--- src/rtl/kat_pkg.sv ---
// Shared constants, codes and controller/datapath bundles for the key autorepeat tracker.
package kat_pkg;

  localparam int KEY_COUNT   = 4;
  localparam int MAPPED_KEYS = 4;
  localparam int NUM_KEYS    = (KEY_COUNT < MAPPED_KEYS) ? KEY_COUNT : MAPPED_KEYS;
  localparam int KEY_W       = (KEY_COUNT > 1) ? $clog2(KEY_COUNT) : 1;

  localparam int TIME_W  = 48;
  localparam int CNT_W   = $clog2(TIME_W);
  localparam int IVL_W   = 16;
  localparam int KIND_W  = 2;
  localparam int TYPE_W  = 16;
  localparam int CODE_W  = 16;
  localparam int VALUE_W = 2;
  localparam int MASK_W  = 4;

  localparam int IN_FIELDS_W = TIME_W + TYPE_W + CODE_W + VALUE_W;
  localparam int IN_DATA_W   = ((IN_FIELDS_W + 7) / 8) * 8;
  localparam int OUT_FIELDS_W = 3 * MASK_W;
  localparam int OUT_DATA_W   = ((OUT_FIELDS_W + 7) / 8) * 8;

  localparam int APB_ADDR_W = 3;
  localparam int APB_DATA_W = 32;

  localparam logic [KIND_W-1:0] KIND_BEGIN = 2'd0;
  localparam logic [KIND_W-1:0] KIND_EVENT = 2'd1;
  localparam logic [KIND_W-1:0] KIND_END   = 2'd2;

  localparam logic [TYPE_W-1:0]  EVENT_TYPE_KEY = 16'd1;
  localparam logic [CODE_W-1:0]  FIRST_CODE     = 16'd2;
  localparam logic [VALUE_W-1:0] VALUE_RELEASE  = 2'd0;
  localparam logic [VALUE_W-1:0] VALUE_PRESS    = 2'd1;

  localparam logic [IVL_W-1:0] DELAY_RESET    = 16'd350;
  localparam logic [IVL_W-1:0] INTERVAL_RESET = 16'd90;

  // Register index, taken from paddr[2].
  localparam logic REG_DELAY    = 1'b0;
  localparam logic REG_INTERVAL = 1'b1;

  typedef struct packed {
    logic             apply;
    logic             load_div;
    logic             div_step;
    logic             update;
    logic             emit;
    logic [KEY_W-1:0] key;
  } cmd_t;

  typedef struct packed {
    logic hit;
    logic out_free;
  } status_t;

endpackage

--- src/rtl/kat_ctrl.sv ---
// Sequencer for the key autorepeat tracker: accepts beats and walks the frame-end scan.
module kat_ctrl (
  input  logic                          clk_i,
  input  logic                          rst_ni,
  input  logic                          in_valid_i,
  input  logic [kat_pkg::KIND_W-1:0]    in_kind_i,
  output logic                          in_ready_o,
  input  kat_pkg::status_t              status_i,
  output kat_pkg::cmd_t                 cmd_o
);

  typedef enum logic [2:0] {
    ST_IDLE,
    ST_CHECK,
    ST_DIV,
    ST_UPDATE,
    ST_EMIT
  } state_e;

  state_e                       state_q;
  logic [kat_pkg::KEY_W-1:0]    key_q;
  logic [kat_pkg::CNT_W-1:0]    cnt_q;
  logic                         last_key;

  assign last_key   = (key_q == kat_pkg::KEY_W'(kat_pkg::KEY_COUNT - 1));
  assign in_ready_o = (state_q == ST_IDLE);

  always_comb begin
    cmd_o          = '0;
    cmd_o.key      = key_q;
    cmd_o.apply    = (state_q == ST_IDLE) && in_valid_i;
    cmd_o.load_div = (state_q == ST_CHECK) && status_i.hit;
    cmd_o.div_step = (state_q == ST_DIV);
    cmd_o.update   = (state_q == ST_UPDATE);
    cmd_o.emit     = (state_q == ST_EMIT) && status_i.out_free;
  end

  always_ff @(posedge clk_i or negedge rst_ni) begin
    if (!rst_ni) begin
      state_q <= ST_IDLE;
      key_q   <= '0;
      cnt_q   <= '0;
    end else begin
      unique case (state_q)
        ST_IDLE: begin
          if (in_valid_i && (in_kind_i == kat_pkg::KIND_END)) begin
            key_q   <= '0;
            state_q <= ST_CHECK;
          end
        end
        ST_CHECK: begin
          if (status_i.hit) begin
            cnt_q   <= kat_pkg::CNT_W'(kat_pkg::TIME_W - 1);
            state_q <= ST_DIV;
          end else if (last_key) begin
            state_q <= ST_EMIT;
          end else begin
            key_q <= key_q + 1'b1;
          end
        end
        ST_DIV: begin
          if (cnt_q == '0) begin
            state_q <= ST_UPDATE;
          end else begin
            cnt_q <= cnt_q - 1'b1;
          end
        end
        ST_UPDATE: begin
          if (last_key) begin
            state_q <= ST_EMIT;
          end else begin
            key_q   <= key_q + 1'b1;
            state_q <= ST_CHECK;
          end
        end
        ST_EMIT: begin
          if (status_i.out_free) begin
            state_q <= ST_IDLE;
          end
        end
        default: begin
          state_q <= ST_IDLE;
        end
      endcase
    end
  end

endmodule

--- src/rtl/kat_dp.sv ---
// Key state, repeat times, serial remainder unit and output register of the tracker.
module kat_dp (
  input  logic                            clk_i,
  input  logic                            rst_ni,
  input  kat_pkg::cmd_t                   cmd_i,
  output kat_pkg::status_t                status_o,
  input  logic [kat_pkg::KIND_W-1:0]      kind_i,
  input  logic [kat_pkg::TIME_W-1:0]      now_ms_i,
  input  logic [kat_pkg::TYPE_W-1:0]      event_type_i,
  input  logic [kat_pkg::CODE_W-1:0]      key_code_i,
  input  logic [kat_pkg::VALUE_W-1:0]     key_value_i,
  input  logic [kat_pkg::IVL_W-1:0]       delay_i,
  input  logic [kat_pkg::IVL_W-1:0]       interval_i,
  output logic                            out_valid_o,
  input  logic                            out_ready_i,
  output logic [kat_pkg::MASK_W-1:0]      down_mask_o,
  output logic [kat_pkg::MASK_W-1:0]      pressed_mask_o,
  output logic [kat_pkg::MASK_W-1:0]      repeated_mask_o
);

  logic [kat_pkg::KEY_COUNT-1:0] held_q;
  logic [kat_pkg::KEY_COUNT-1:0] press_q;
  logic [kat_pkg::KEY_COUNT-1:0] fired_q;
  logic [kat_pkg::TIME_W-1:0]    due_q [kat_pkg::KEY_COUNT];
  logic [kat_pkg::TIME_W-1:0]    frame_q;
  logic [kat_pkg::TIME_W-1:0]    dvd_q;
  logic [kat_pkg::IVL_W-1:0]     rem_q;
  logic                          out_valid_q;
  logic [kat_pkg::MASK_W-1:0]    down_q;
  logic [kat_pkg::MASK_W-1:0]    pressed_q;
  logic [kat_pkg::MASK_W-1:0]    repeated_q;

  logic [kat_pkg::IVL_W-1:0]     step;
  logic [kat_pkg::TIME_W:0]      diff;
  logic [kat_pkg::IVL_W:0]       trial;
  logic [kat_pkg::IVL_W:0]       trial_sub;
  logic [kat_pkg::CODE_W-1:0]    code_off;
  logic                          key_ok;
  logic [kat_pkg::KEY_W-1:0]     ev_key;
  logic [kat_pkg::MASK_W-1:0]    down_m;
  logic [kat_pkg::MASK_W-1:0]    press_m;
  logic [kat_pkg::MASK_W-1:0]    fired_m;

  assign step = (interval_i == '0) ? kat_pkg::IVL_W'(1) : interval_i;

  // One subtract gives both the due test (no borrow) and the dividend.
  assign diff = {1'b0, frame_q} - {1'b0, due_q[cmd_i.key]};

  assign status_o.hit      = held_q[cmd_i.key] && !diff[kat_pkg::TIME_W];
  assign status_o.out_free = !out_valid_q || out_ready_i;

  // Restoring remainder step: one dividend bit enters per cycle.
  assign trial     = {rem_q, dvd_q[kat_pkg::TIME_W-1]};
  assign trial_sub = trial - {1'b0, step};

  assign code_off = key_code_i - kat_pkg::FIRST_CODE;
  assign key_ok   = (key_code_i >= kat_pkg::FIRST_CODE) &&
                    (code_off < kat_pkg::CODE_W'(kat_pkg::NUM_KEYS));
  assign ev_key   = code_off[kat_pkg::KEY_W-1:0];

  always_comb begin
    down_m  = '0;
    press_m = '0;
    fired_m = '0;
    for (int k = 0; k < kat_pkg::NUM_KEYS; k++) begin
      down_m[k]  = held_q[k];
      press_m[k] = press_q[k];
      fired_m[k] = fired_q[k];
    end
  end

  always_ff @(posedge clk_i or negedge rst_ni) begin
    if (!rst_ni) begin
      held_q  <= '0;
      press_q <= '0;
      fired_q <= '0;
      frame_q <= '0;
      for (int k = 0; k < kat_pkg::KEY_COUNT; k++) begin
        due_q[k] <= '0;
      end
    end else begin
      if (cmd_i.apply) begin
        if (kind_i == kat_pkg::KIND_BEGIN) begin
          frame_q <= now_ms_i;
          press_q <= '0;
          fired_q <= '0;
        end else if ((kind_i == kat_pkg::KIND_EVENT) &&
                     (event_type_i == kat_pkg::EVENT_TYPE_KEY) && key_ok) begin
          if (key_value_i == kat_pkg::VALUE_PRESS) begin
            if (!held_q[ev_key]) begin
              press_q[ev_key] <= 1'b1;
            end
            held_q[ev_key] <= 1'b1;
            due_q[ev_key]  <= frame_q + kat_pkg::TIME_W'(delay_i);
          end else if (key_value_i == kat_pkg::VALUE_RELEASE) begin
            held_q[ev_key] <= 1'b0;
          end
        end
      end
      // The next repeat time is frame - (elapsed mod step) + step.
      if (cmd_i.update) begin
        fired_q[cmd_i.key] <= 1'b1;
        due_q[cmd_i.key]   <= frame_q + kat_pkg::TIME_W'(step - rem_q);
      end
    end
  end

  always_ff @(posedge clk_i) begin
    if (cmd_i.load_div) begin
      dvd_q <= diff[kat_pkg::TIME_W-1:0];
      rem_q <= '0;
    end else if (cmd_i.div_step) begin
      dvd_q <= {dvd_q[kat_pkg::TIME_W-2:0], 1'b0};
      if (!trial_sub[kat_pkg::IVL_W]) begin
        rem_q <= trial_sub[kat_pkg::IVL_W-1:0];
      end else begin
        rem_q <= trial[kat_pkg::IVL_W-1:0];
      end
    end
    if (cmd_i.emit) begin
      down_q     <= down_m;
      pressed_q  <= press_m;
      repeated_q <= fired_m;
    end
  end

  always_ff @(posedge clk_i or negedge rst_ni) begin
    if (!rst_ni) begin
      out_valid_q <= 1'b0;
    end else if (cmd_i.emit) begin
      out_valid_q <= 1'b1;
    end else if (out_ready_i) begin
      out_valid_q <= 1'b0;
    end
  end

  assign out_valid_o     = out_valid_q;
  assign down_mask_o     = down_q;
  assign pressed_mask_o  = pressed_q;
  assign repeated_mask_o = repeated_q;

endmodule

--- src/rtl/key_autorepeat_tracker.sv ---
// Top level of the key autorepeat tracker: stream ports, register port, controller and datapath.
//
//  Channel   Direction  Payload
//  s_axis    in         tuser: kind; tdata: now_ms, event_type, key_code, key_value
//  m_axis    out        tdata: down_mask, pressed_mask, repeated_mask
//  apb       in/out     reg 0 repeat_delay_ms, reg 1 repeat_interval_ms
//
// Frame begin and key event beats are applied as they are accepted. A frame end beat
// starts a scan over the keys that runs the 48-bit serial remainder unit for each held
// key whose repeat is due, to find its next repeat time, and then emits the masks.
// All key state clears at reset. While a result waits in the output register,
// new beats are still taken; only a frame end that finds it full waits for it.
module key_autorepeat_tracker (
  input  logic                                 clk_i,
  input  logic                                 rst_ni,
  input  logic                                 s_axis_tvalid,
  output logic                                 s_axis_tready,
  // tdata from bit 0: now_ms[47:0], event_type[63:48], key_code[79:64], key_value[81:80]
  input  logic [kat_pkg::IN_DATA_W-1:0]        s_axis_tdata,
  // tuser from bit 0: kind[1:0]
  input  logic [kat_pkg::KIND_W-1:0]           s_axis_tuser,
  output logic                                 m_axis_tvalid,
  input  logic                                 m_axis_tready,
  // tdata from bit 0: down_mask[3:0], pressed_mask[7:4], repeated_mask[11:8]
  output logic [kat_pkg::OUT_DATA_W-1:0]       m_axis_tdata,
  input  logic                                 psel,
  input  logic                                 penable,
  input  logic                                 pwrite,
  input  logic [kat_pkg::APB_ADDR_W-1:0]       paddr,
  input  logic [kat_pkg::APB_DATA_W-1:0]       pwdata,
  output logic [kat_pkg::APB_DATA_W-1:0]       prdata,
  output logic                                 pready
);

  localparam int TYPE_LO  = kat_pkg::TIME_W;
  localparam int CODE_LO  = TYPE_LO + kat_pkg::TYPE_W;
  localparam int VALUE_LO = CODE_LO + kat_pkg::CODE_W;

  logic [kat_pkg::IVL_W-1:0]  delay_q;
  logic [kat_pkg::IVL_W-1:0]  interval_q;
  logic                       wr_en;
  kat_pkg::cmd_t              cmd;
  kat_pkg::status_t           status;
  logic [kat_pkg::MASK_W-1:0] down_mask;
  logic [kat_pkg::MASK_W-1:0] pressed_mask;
  logic [kat_pkg::MASK_W-1:0] repeated_mask;

  assign pready = 1'b1;
  assign wr_en  = psel && penable && pwrite && pready;

  always_ff @(posedge clk_i or negedge rst_ni) begin
    if (!rst_ni) begin
      delay_q    <= kat_pkg::DELAY_RESET;
      interval_q <= kat_pkg::INTERVAL_RESET;
    end else if (wr_en) begin
      unique case (paddr[2])
        kat_pkg::REG_DELAY:    delay_q    <= pwdata[kat_pkg::IVL_W-1:0];
        kat_pkg::REG_INTERVAL: interval_q <= pwdata[kat_pkg::IVL_W-1:0];
        default:               delay_q    <= delay_q;
      endcase
    end
  end

  always_comb begin
    unique case (paddr[2])
      kat_pkg::REG_DELAY:    prdata = kat_pkg::APB_DATA_W'(delay_q);
      kat_pkg::REG_INTERVAL: prdata = kat_pkg::APB_DATA_W'(interval_q);
      default:               prdata = '0;
    endcase
  end

  kat_ctrl u_ctrl (
    .clk_i      (clk_i),
    .rst_ni     (rst_ni),
    .in_valid_i (s_axis_tvalid),
    .in_kind_i  (s_axis_tuser),
    .in_ready_o (s_axis_tready),
    .status_i   (status),
    .cmd_o      (cmd)
  );

  kat_dp u_dp (
    .clk_i           (clk_i),
    .rst_ni          (rst_ni),
    .cmd_i           (cmd),
    .status_o        (status),
    .kind_i          (s_axis_tuser),
    .now_ms_i        (s_axis_tdata[kat_pkg::TIME_W-1:0]),
    .event_type_i    (s_axis_tdata[TYPE_LO +: kat_pkg::TYPE_W]),
    .key_code_i      (s_axis_tdata[CODE_LO +: kat_pkg::CODE_W]),
    .key_value_i     (s_axis_tdata[VALUE_LO +: kat_pkg::VALUE_W]),
    .delay_i         (delay_q),
    .interval_i      (interval_q),
    .out_valid_o     (m_axis_tvalid),
    .out_ready_i     (m_axis_tready),
    .down_mask_o     (down_mask),
    .pressed_mask_o  (pressed_mask),
    .repeated_mask_o (repeated_mask)
  );

  assign m_axis_tdata = kat_pkg::OUT_DATA_W'({repeated_mask, pressed_mask, down_mask});

endmodule

--- config.mk ---
export PLATFORM = sky130hd
export DESIGN_NAME = key_autorepeat_tracker
export DESIGN_NICKNAME = d
export VERILOG_FILES = /design/src/rtl/kat_pkg.sv /design/src/rtl/kat_ctrl.sv /design/src/rtl/kat_dp.sv /design/src/rtl/key_autorepeat_tracker.sv
export SDC_FILE = /design/constraint.sdc
export NUM_CORES = 1
export LEC_CHECK = 0
export BUFFER_PORTS_ARGS = -buffer_cell sky130_fd_sc_hd__buf_4
export CORE_ASPECT_RATIO = 2
export CORE_MARGIN = 8
export CORE_UTILIZATION = 65
export CTS_BUF_LIST = sky130_fd_sc_hd__clkbuf_4 sky130_fd_sc_hd__clkbuf_8 sky130_fd_sc_hd__clkbuf_16
export DETAILED_ROUTE_END_ITERATION = 7
export GPL_ROUTABILITY_DRIVEN = 0
export PLACE_DENSITY = 0.82
export SLEW_MARGIN = 20
export SYNTH_ARGS = -nofsm -noshare
export SYNTH_HDL_FRONTEND = slang
export SYNTH_HIERARCHICAL = 1
export SYNTH_SLANG_ARGS = --single-unit
--- constraint.sdc ---
create_clock -name clk_i -period 16.6 [get_ports clk_i]
set_input_delay 2.49 -clock clk_i [delete_from_list [all_inputs] [get_ports clk_i]]
set_output_delay 2.49 -clock clk_i [all_outputs]
set_load 0.03 [all_outputs]
==> impl_metrics.ini <==
[setup_path]
crit_fanout = 48
critPathKind = flop to flop
critPathLaunch = u_ctrl/key_q[0]
end_kind = flop
crit_required_ps = 16900
r2r_start = u_ctrl/key_q[0]
worstRegToRegCells = 20
crit_arrival_ps = 8270
startpoint_type = flop

[clock_tree]
cts_hold_buf = 0
ctsResizeCount = 0
clk_latency_ps = 540
clk_pin_slew_worst_paths_ps = 70
root_buffer = clkbuf_16
cts_sinks = 372
clockBufferDepth = 3
cts_buffers = 37
cts_tree = done
cts_htree_levels = 2
post-cts-setup-buffer-count = 0

[placed_design]
dpl_cell_area_um2 = 27340
place_ws_ps = 8797
hpwl_um = 51450
port_buffers = 137

[timing]
final_hold_viol_count = 0
tightest_slew_ps = 1012
rsz0062_at_grt = false
period_needed_ps = 7970
fin_crit_sh_pct = 48.01
final-max-slew-violation-count = 0
tns_ps = 0
relSlewSlack_pct = 32.39
setup_viol_count_final = 0
fin_skew_ps = 20.00
fmax_ghz = 0.1255
setup_slack_ps = 8630

[detailed_routing]
wl_um = 76270
drc = 0
ant_nets = 0
post_drt_wl_per_cell_um = 21.92
drt_iter0_markers = 2165
vias = 23040
dr.pass1.iters = 5
viasPerCell = 6.624

[power]
p_leak_nw = 12.46
p_per_area_nw_per_um2 = 149.1
ir_drop_uv = 104.6

[hold_path]
hp-class = flop to flop
worstHoldPathCells = 0
min_from = u_dp/press_m[0]

[cells_and_area]
fillers = 2996
multi_input_comb_area_um2 = 15310
diodes = 0
seq_area_um2 = 9547
drive_gt1_share_pct = 14.28
stdcell_area_um2 = 28590
area_delta_synth_final_pct = 9.598
nets = 3216

[grt]
grt_max_degree = 86
antenna_found_initial = 0
grt_pass1_vias = 23000
grtUsageTotal_pct = 32.28
grt_pass1_wl_um = 121300
grt-ovfl-total = 0

[yosys]
synth_mux_area_share_pct = 9.329
yosysSeqAreaShare_pct = 36.58
synthSimpleGateAreaFrac_pct = 15.59
ys_ff_latch = 372
synth_cells = 2877
ys_async_sr_fraction_pct = 79.57
synth_top_family_by_area = compound AO/OA/AOI/OAI gates
synth_adder_area_share_pct = 7.866
synth_compound_area_share_pct = 20.40
synth_edf_count = 60
synthXorXnorAreaFrac_pct = 4.964
synth_common_cells = 363 x nand2_1, 286 x dfrtp_1, 222 x nor2_1
synth_flop_cell = dfrtp_1
synth_area_leaders = dfrtp_1 27%, ha_1 7.5%, edfxtp_1 6.9%
yosysWarnings = 6
synth_top_area_share_pct = 27.44
synth_top_cell_by_area = dfrtp_1
syn_area_um2 = 26090
yosysUniqueCellTypes = 94
synth_most_common_cell = nand2_1
synth_area_per_cell_um2 = 9.067

[floorplanning]
core_um2 = 39950
ios = 183
start_util_pct = 65.30
fp-row-count = 104
fp.dieArea_um2 = 47190
die_h_um = 299.3
fp.dieW_um = 157.7

[job]
maxCapViolCount = 0

[run_status]
outcome = finished clean
==> registers in the layout, summed over array words and instances, names as in the netlist, 6 cells and up, named ones only <==
name	count
delay_q	16
u_dp/dvd_q	48
u_dp/frame_q	48
u_dp/due_q	192
u_ctrl/cnt_q	6
interval_q	16
u_dp/rem_q	16
==> stage by stage <==
step,power (mW),hold slack (ps),utilization [%],instances
global placement,3.267,428.0,68.43,3414
detailed placement,3.313,431.1,68.43,3414
floorplan,2.730,424.8,-,2896
CTS,4.217,443.1,71.56,3479
finish,4.263,437.6,71.57,3479
global route,4.502,447.9,71.57,3479
==> power by group <==
part | internal, mW | switching (mW)
combinational | 0.789 | 1.36
sequential | 1.02 | 0.212
clock | 0.517 | 0.365
==> final timing paths <==
kind                       slack [ps]                endpoint
min reg2reg                       440  u_dp/pressed_mask_o[0]
max in group asynchronous       13210         u_dp/due_q[156]
min in group asynchronous        1940          u_dp/due_q[37]
min                               440  u_dp/pressed_mask_o[0]
max reg2reg                      8630          u_dp/dvd_q[47]
max                              8630          u_dp/dvd_q[47]
==> cell usage in the layout (no fill, tap or decap), types with 81 or more instances in the layout <==
cell / count
nand2_1: 362
dfrtp_1: 284
nor2_1: 220
o21ai_0: 202
a21oi_1: 187
buf_4: 168
ha_1: 156
inv_1: 141
xnor2_1: 97
a21o_1: 81
==> cells by family after synthesis <==
group,after synthesis
and+or+nand+nor,871
xor gates and xnor gates,147
adders and majority gates,161
muxes,166
DFF,372
other,2
AOI/OAI and AO/OA,834
buffers and inverters,324
==> routing by layer <==
layer | track usage (%) | vias to the layer above | part of all wire (%)
met3 | 4.905 | 288 | 9.1
met1 | 40.93 | 11020 | 38
met4 | 18.43 | 0 | 6.0
met5 | 0 | - | 0
met2 | 51.66 | 1266 | 47
li1 | - | 10480 | -
==> layout make-up <==
class                           count  area share, %
Tap cell                          530          2.319
Clock inverter                     14         0.5952
Multi-Input combinational cell   2200          53.54
Clock buffer                       51          3.777
Inverter                          142          1.869
Timing Repair Buffer              170          4.503
Sequential cell                   372          33.39
==> critical path: stages, from the launching register on <==
cell and delay (ps):
dfrtp_4 710, buf_4 730, mux4_2 640, ha_1 230
fa_1 430, nand2b_1 200, a21o_1 210, a21oi_1 350
o21a_1 300, a21oi_1 210, o21ai_1 470, a311oi_2 290
o21ai_0 430, nand3_1 150, a21oi_1 480, and4bb_4 600
buf_4 610, o211ai_1 170, o21ai_0 110, o41ai_1 110
a41o_1 210
(Power assumes the default switching activity.)
